===== src/rtl/assert_macros.svh =====
// ---------------------------------------------------------------------------
// Assertion macros
// Shared concurrent assertion wrappers; they compile away under synthesis.
// ---------------------------------------------------------------------------
`ifndef ASSERT_MACROS_SVH
`define ASSERT_MACROS_SVH
`ifndef SYNTHESIS
// Checked while the design is out of reset.
`define SEGI_ASSERT(label, clk, rst_n, prop) \
    label: assert property (@(posedge clk) disable iff (!rst_n) prop) \
        else $error("%m: assertion failed");
// Checked at every edge, reset cycles included.
`define SEGI_ASSERT_ALWAYS(label, clk, prop) \
    label: assert property (@(posedge clk) prop) \
        else $error("%m: assertion failed");
`else
`define SEGI_ASSERT(label, clk, rst_n, prop)
`define SEGI_ASSERT_ALWAYS(label, clk, prop)
`endif
`endif


===== src/rtl/segi_div_cell.sv =====
// ---------------------------------------------------------------------------
// Segment intersection divider cell
// One restoring-division step for both coordinates; passes its result on.
// ---------------------------------------------------------------------------
module segi_div_cell #(
    parameter int RW     = 78,
    parameter int QB     = 25,
    parameter int INFO_W = 100
) (
    input  logic              i_clk,
    input  logic              i_rst_n,
    input  logic              i_valid,
    output logic              o_ready,
    input  logic [RW-1:0]     i_rem_x,
    input  logic [RW-1:0]     i_rem_y,
    input  logic [QB-1:0]     i_q_x,
    input  logic [QB-1:0]     i_q_y,
    input  logic [RW-1:0]     i_den,
    input  logic [INFO_W-1:0] i_info,
    output logic              o_valid,
    input  logic              i_ready,
    output logic [RW-1:0]     o_rem_x,
    output logic [RW-1:0]     o_rem_y,
    output logic [QB-1:0]     o_q_x,
    output logic [QB-1:0]     o_q_y,
    output logic [RW-1:0]     o_den,
    output logic [INFO_W-1:0] o_info
);
    logic              r_valid;
    logic [RW-1:0]     r_rem_x, r_rem_y, r_den;
    logic [QB-1:0]     r_q_x, r_q_y;
    logic [INFO_W-1:0] r_info;
    logic              en, n_ge_x, n_ge_y;

    assign en      = !r_valid || i_ready;
    assign o_ready = en;
    assign n_ge_x  = (i_rem_x >= i_den);
    assign n_ge_y  = (i_rem_y >= i_den);

    always_ff @(posedge i_clk) begin
        if (!i_rst_n) begin
            r_valid <= 1'b0;
        end else if (en) begin
            r_valid <= i_valid;
        end
    end

    always_ff @(posedge i_clk) begin
        if (en) begin
            r_rem_x <= n_ge_x ? (i_rem_x - i_den) : i_rem_x;
            r_rem_y <= n_ge_y ? (i_rem_y - i_den) : i_rem_y;
            r_q_x   <= {i_q_x[QB-2:0], n_ge_x};
            r_q_y   <= {i_q_y[QB-2:0], n_ge_y};
            r_den   <= i_den >> 1;
            r_info  <= i_info;
        end
    end

    assign o_valid = r_valid;
    assign o_rem_x = r_rem_x;
    assign o_rem_y = r_rem_y;
    assign o_q_x   = r_q_x;
    assign o_q_y   = r_q_y;
    assign o_den   = r_den;
    assign o_info  = r_info;

endmodule


===== config.mk =====
export PLATFORM = sky130hd
export DESIGN_NAME = segi_div_cell
export DESIGN_NICKNAME = d
export VERILOG_FILES = /design/src/rtl/assert_macros.svh /design/src/rtl/segi_div_cell.sv
export SDC_FILE = /design/constraint.sdc
export NUM_CORES = 1
export LEC_CHECK = 0
export BUFFER_PORTS_ARGS = -buffer_cell sky130_fd_sc_hd__clkbuf_2
export CAP_MARGIN = 20
export CORE_AREA = 4 4 295 297
export CTS_BUF_LIST = sky130_fd_sc_hd__clkbuf_8
export DETAILED_ROUTE_END_ITERATION = 8
export DIE_AREA = 0 0 299 301
export GPL_ROUTABILITY_DRIVEN = 0
export MAX_ROUTING_LAYER = met4
export SETUP_SLACK_MARGIN = 0.2
export SLEW_MARGIN = 20
export SYNTH_ARGS = -nofsm -noshare
export SYNTH_HDL_FRONTEND = slang
export SYNTH_SLANG_ARGS = --single-unit

===== constraint.sdc =====
create_clock -name i_clk -period 14.11 [get_ports i_clk]
set_input_delay 1.411 -clock i_clk [delete_from_list [all_inputs] [get_ports i_clk]]
set_output_delay 1.411 -clock i_clk [all_outputs]
set_load 0.01 [all_outputs]

# ---- Word-level counts from Yosys, hierarchy flattened
# Cells that the tools add are included.
dict set report op_classes {
  n_addsub 2
  mul 0
  div_mod_pow 0
  n_lt_le_gt_ge 2
  n_eq_ne 0
  n_shift 0
  mux 2
  bitwise_logic 0
  n_reduce_logical 2
}
# operator count
set ops {}
lappend ops {{78-bit greater-or-equal comparator} 2}
lappend ops {{78-bit 2-to-1 mux} 2}
lappend ops {{78-bit subtractor} 2}
lappend ops {{1-bit zero test} 1}
lappend ops {{1-bit logical OR} 1}
dict set report word_totals {
  regBits 384
  latch_bits 0
  ramBits 0
  romBits 0
  inputBits 388
  out_inout_bits 386
  elab_cells 15
  n_memories 0
}

# ---- Depth between registers and ports, before layout
dict set report depth {
  word_depth 2
  depth_mapped 16
  depth_no_buf 14
}

# ---- Worst setup path before layout
# OpenSTA, ideal clock, no wires.
dict set report synth_path {
  path_type {input to output}
  startpoint {input i_ready}
  endpoint {output o_ready}
  arrival_time_ns 10.632
  required_time_ns 12.699
  path_slack_ns 2.067
  stages 1
  path_buffers 0
  cell_sequence {nand2b_1}
}
dict set report synth_via {
  elab_chain_len 1
}
# item line
set synth_rtl {}
lappend synth_rtl {{from (decl)} segi_div_cell.sv:21} ;# input logic i_ready,
lappend synth_rtl {{1-bit logical OR} segi_div_cell.sv:35} ;# assign en = !r_valid || i_ready;
lappend synth_rtl {{to (decl)} segi_div_cell.sv:13} ;# output logic o_ready,
# No other way between the ends.

# ---- Worst setup path in the final report
dict set report layout_path {
  startpoint {input i_rem_y[0]}
  endpoint {register r_rem_y[24] (netlist: o_rem_y[24]), data pin}
}
dict set report layout_via {
  elab_chain_len 2
  word_cells_on_any_way 3
  cone_classes {add/sub: 1; order compare: 1; mux: 1}
}
# item line
set layout_rtl {}
lappend layout_rtl {{from (decl)} segi_div_cell.sv:15} ;# input logic [RW-1:0] i_rem_y,
lappend layout_rtl {{78-bit subtractor or 78-bit greater-or-equal comparator (tied branches)} {segi_div_cell.sv:51, segi_div_cell.sv:38}}
lappend layout_rtl {{78-bit 2-to-1 mux *} segi_div_cell.sv:51} ;# r_rem_y <= n_ge_y ? (i_rem_y - i_den) : i_rem_y;
lappend layout_rtl {{to (signal assigned)} segi_div_cell.sv:51}
lappend layout_rtl {{to (decl)} segi_div_cell.sv:30} ;# logic [RW-1:0] r_rem_x, r_rem_y, r_den;
# Mark *: on every way between the ends. The rest lies on a longest branch, timed or not.
# A chain may end at the register's enable or synchronous reset.

==> results.txt <==
* Final routed DRC violation total: 0
- Source-to-sink clock delay at the later pin of the worst-skew pair: 0.69 ns
- The floorplan step set the die width to 299 um.
- Post-cts sizing count: 0
- Based on the critical path, the design can be clocked at up to 0.1693 GHz.
* HP Class: flip-flop to flip-flop
* Cell count after placement: 4,112
- Along the worst path, the maximum fanout reaches 100.
* Global Route Usage Sum: 0.2183
* Hold Buf Count CTS: 0
- After floorplanning, the core was sized to cover ~85,000 um^2.
- Summed over all layers, the global routing overflow is 0.
- Number of antenna violations at the first check in global routing: 19
- Syn-to-layout area delta: 28.17%
* Proportion of layout cells with a drive suffix above 1: 0.3034
- Summed over all failing endpoints, the final setup total negative slack is 0 ns.
- Ratio of total power to cell area: about 120 nW/um^2
* Maximum number of pins on one net before global-route repair: between 100 and 150
* Total half-perimeter wirelength after legalization and detailed placement: between 80,000 and 90,000 um
* Mapped Cells: 2,286
- The count of endpoints failing hold in the final timing report was 0.
* Leakage power summed over all cells: 13.11 nW
- Maximum resistive drop on vdd: about 72 uV
* Vias in the first global route: 20,297
- For the pin with the worst max-slew slack, the measured transition is 1.107 ns.
- #FFs+latches synth: approximately 380
- Setup-failing EPs final: 0
- The routed layout has approximately 21,000 vias.
- Height of the die: 301 um
- The most used flip-flop cell after synthesis is sky130_fd_sc_hd__edfxtp_1.
- Shortest clock period the worst path allows after layout: ~5.9 ns
- The mapped netlist covers 23,190 um^2.
- The die covers around 90,000 um^2.
- In this run the tightest slew margin relative to its limit is 0.2622.
- The first detailed-routing pass ran for 6 iterations.
- The detailed router finished its first iteration with 1,543 violations.
- For this run, the post-layout net count is 3,594.
* Number of fill cells in the layout: slightly below 9,000
* EDFF count, synth: 383
- The initial utilization of the core area, before any placement, comes to 0.2741.
- The average instance in the mapped netlist occupies between 10 and 15 um^2.
- Data required time of the critical path: about 15 ns
* Share of synthesized area occupied by flip-flops and latches: 0.4968
- Data on the critical path arrives at its endpoint at 6.33 ns.
* Placement Rows: 107
- The worst setup path is captured at a flip-flop.
- Number of buffers on the longest clock path: 3
- I/O Buffers: 770
- In this run the number of H-tree levels came out at 3.
- The flow ran to the end, and the final reports show no timing, DRC or antenna violations.
- Distinct cell type count after synthesis: 68
- Across the run, the number of max-cap violations was 0.
- Root buffer cell: sky130_fd_sc_hd__clkbuf_8
- After detailed routing, the number of vias per cell comes to 4.928.
* Clock Sinks: 384
- Final-report max-slew violation count: 0
- Clock-pin slew was measured on the worst setup and hold paths at 0.06 ns.
* Syn_nets: between 2,000 and 3,000
- Yosys warns: 0
- I/O pins: roughly 770
- Path type of the worst setup path: primary input to flip-flop
- Clock tree synthesis inserted a total of 77 buffers.
- Counting flops with an async set or reset pin after synthesis yields a share of 0.
- Final worst path period share: 0.4186
- Non-filler instance count after layout: around 4,300
* Unrepaired setup endpoints after global routing: false
- Element type at the critical path start: primary input
- Clock tree from TritonCTS: built
- Wirelength, routed: 100,100 um
- Across the routed clock network, the largest skew measured is 0.02389 ns.
* Routed Antenna Nets: 0
- # Post-CTS Setup Buffers: 0
- In the final routed layout, each cell accounts on average for ~23 um.
- The first global-routing pass estimated 138,900 um of wire.
## cells by family after synthesis
kind of cell,count (synthesis),synth area share
fa+ha+maj,158,0.08590
flops,384,0.4968
other cells,1,0.0001617
compound gates,721,0.1877
buf+inv,232,0.03977
xor+xnor,144,0.05439
mux,30,0.01441
simple gates,616,0.1209
## cell usage in the layout, fill, tap and decap left out, types with 5 or more instances in the layout
master	count
sky130_fd_sc_hd__buf_4	15
sky130_fd_sc_hd__bufinv_16	5
sky130_fd_sc_hd__o211ai_1	10
sky130_fd_sc_hd__o21ai_0	113
sky130_fd_sc_hd__edfxtp_1	383
sky130_fd_sc_hd__or4_1	9
sky130_fd_sc_hd__nor4_1	14
sky130_fd_sc_hd__ha_1	156
sky130_fd_sc_hd__o41ai_1	5
sky130_fd_sc_hd__mux2_2	27
sky130_fd_sc_hd__clkbuf_8	79
sky130_fd_sc_hd__o31ai_1	11
sky130_fd_sc_hd__a21o_1	63
sky130_fd_sc_hd__or3_1	9
sky130_fd_sc_hd__a221oi_1	6
sky130_fd_sc_hd__nand3_1	28
sky130_fd_sc_hd__o21bai_1	45
sky130_fd_sc_hd__clkinv_2	16
sky130_fd_sc_hd__a2111oi_0	8
sky130_fd_sc_hd__nor3_1	24
sky130_fd_sc_hd__nand4_1	64
sky130_fd_sc_hd__a31oi_1	14
sky130_fd_sc_hd__xnor2_1	89
sky130_fd_sc_hd__or2_2	8
sky130_fd_sc_hd__a21boi_0	14
sky130_fd_sc_hd__nor2_1	240
sky130_fd_sc_hd__diode_2	19
sky130_fd_sc_hd__clkbuf_2	770
sky130_fd_sc_hd__nor2b_1	12
sky130_fd_sc_hd__nand2b_1	13
sky130_fd_sc_hd__a31o_2	5
sky130_fd_sc_hd__clkinv_1	12
sky130_fd_sc_hd__xor2_1	55
sky130_fd_sc_hd__o21a_1	20
sky130_fd_sc_hd__a21oi_1	347
sky130_fd_sc_hd__and3_1	11
sky130_fd_sc_hd__a211oi_1	18
sky130_fd_sc_hd__and2_1	8
sky130_fd_sc_hd__inv_1	148
sky130_fd_sc_hd__nand2_1	166
## worst paths after layout
check	start	cells past startpoint	to	slack [ns]
max	i_rem_y[0]	15	o_rem_y[24]	8.20
min	o_valid	2	o_valid	0.84
max reg2reg	o_valid	3	o_info[15]	11.31
min reg2reg	o_valid	2	o_valid	0.84
## cell type report
cell class / count / area [um^2] / share of cell area
Clock buffer: 79 / 1087 / 0.03658
Timing Repair Buffer: 786 / 3994 / 0.1344
Antenna cell: 19 / 47.55 / 0.001600
Sequential cell: 384 / 11520 / 0.3877
Multi-Input combinational cell: 1670 / 10770 / 0.3623
Clock inverter: 57 / 387.9 / 0.01305
Tap cell: 1144 / 1431 / 0.04816
Inverter: 129 / 484.2 / 0.01629
## layer usage
layer	global-route usage	vias up	part of all wire	routed length, um
met5	-	-	0	0
met4	0.07771	0	0.036	3567
met3	0.06092	142	0.081	8155
met2	0.3840	891	0.51	50630
met1	0.2365	9962	0.38	37750
li1	-	10038	-	-
## cell usage after synthesis, types with 10 or more instances
library cell               count  share of area
sky130_fd_sc_hd__a21boi_0     14         0.0045
sky130_fd_sc_hd__ha_1        156          0.084
sky130_fd_sc_hd__nand2b_1     14         0.0038
sky130_fd_sc_hd__a21o_1       63          0.020
sky130_fd_sc_hd__xor2_1       55          0.021
sky130_fd_sc_hd__nor4_1       14         0.0038
sky130_fd_sc_hd__inv_1       129          0.021
sky130_fd_sc_hd__o21ai_0     113          0.024
sky130_fd_sc_hd__mux2_2       27          0.013
sky130_fd_sc_hd__o21a_1       20         0.0065
sky130_fd_sc_hd__nand4_1      64          0.017
sky130_fd_sc_hd__o211ai_1     10         0.0032
sky130_fd_sc_hd__and3_1       11         0.0030
sky130_fd_sc_hd__nand3_1      28         0.0060
sky130_fd_sc_hd__a21oi_1     347          0.075
sky130_fd_sc_hd__edfxtp_1    383           0.50
sky130_fd_sc_hd__nand2_1     166          0.027
sky130_fd_sc_hd__nor2b_1      12         0.0032
sky130_fd_sc_hd__xnor2_1      89          0.034
sky130_fd_sc_hd__o21bai_1     45          0.015
sky130_fd_sc_hd__a211oi_1     18         0.0058
sky130_fd_sc_hd__buf_2        17         0.0037
sky130_fd_sc_hd__clkbuf_1     79          0.013
sky130_fd_sc_hd__nor3_1       24         0.0052
sky130_fd_sc_hd__o31ai_1      12         0.0039
sky130_fd_sc_hd__nor2_1      240          0.039
sky130_fd_sc_hd__a31oi_1      14         0.0038
## worst max-delay path, cell delays in order
cell                       delay [ns]
sky130_fd_sc_hd__clkbuf_2        0.09
sky130_fd_sc_hd__inv_1           0.06
sky130_fd_sc_hd__ha_1            0.17
sky130_fd_sc_hd__inv_1           0.06
sky130_fd_sc_hd__fa_1            0.40
sky130_fd_sc_hd__a211oi_1        0.38
sky130_fd_sc_hd__o21bai_1        0.24
sky130_fd_sc_hd__a21boi_0        0.33
sky130_fd_sc_hd__o21ai_0         0.29
sky130_fd_sc_hd__o21ai_0         0.77
sky130_fd_sc_hd__a31oi_1         0.41
sky130_fd_sc_hd__a211oi_1        0.66
sky130_fd_sc_hd__o31ai_4         0.09
sky130_fd_sc_hd__buf_4           0.38
sky130_fd_sc_hd__mux2_2          0.44
## state kept, by name, indices dropped and copies added, names as in the netlist
name / count
o_info: 100
o_rem_x: 78
o_rem_y: 78
o_den: 77
o_q_x: 25
o_q_y: 25
o_valid: 1
## metrics by stage
step	setup slack [ns]	hold slack, ns	power (mW)	util	area, um^2
floorplan	2.067	1.510	2.049	-	23190
global placement	7.536	0.8406	2.433	0.3329	28170
detailed placement	7.558	0.8625	2.440	0.3329	28170
CTS	8.305	0.7947	3.615	0.3504	29640
global route	7.985	0.8342	3.753	0.3512	29710
finish	8.204	0.8351	3.557	0.3513	29720
## power breakdown
group / total (mW) / switching, mW / internal [mW]
Combinational: 0.958 / 0.604 / 0.354
Clock: 1.14 / 0.528 / 0.613
Sequential: 1.46 / 0.0426 / 1.42
Power figures use the tool's default switching activity.
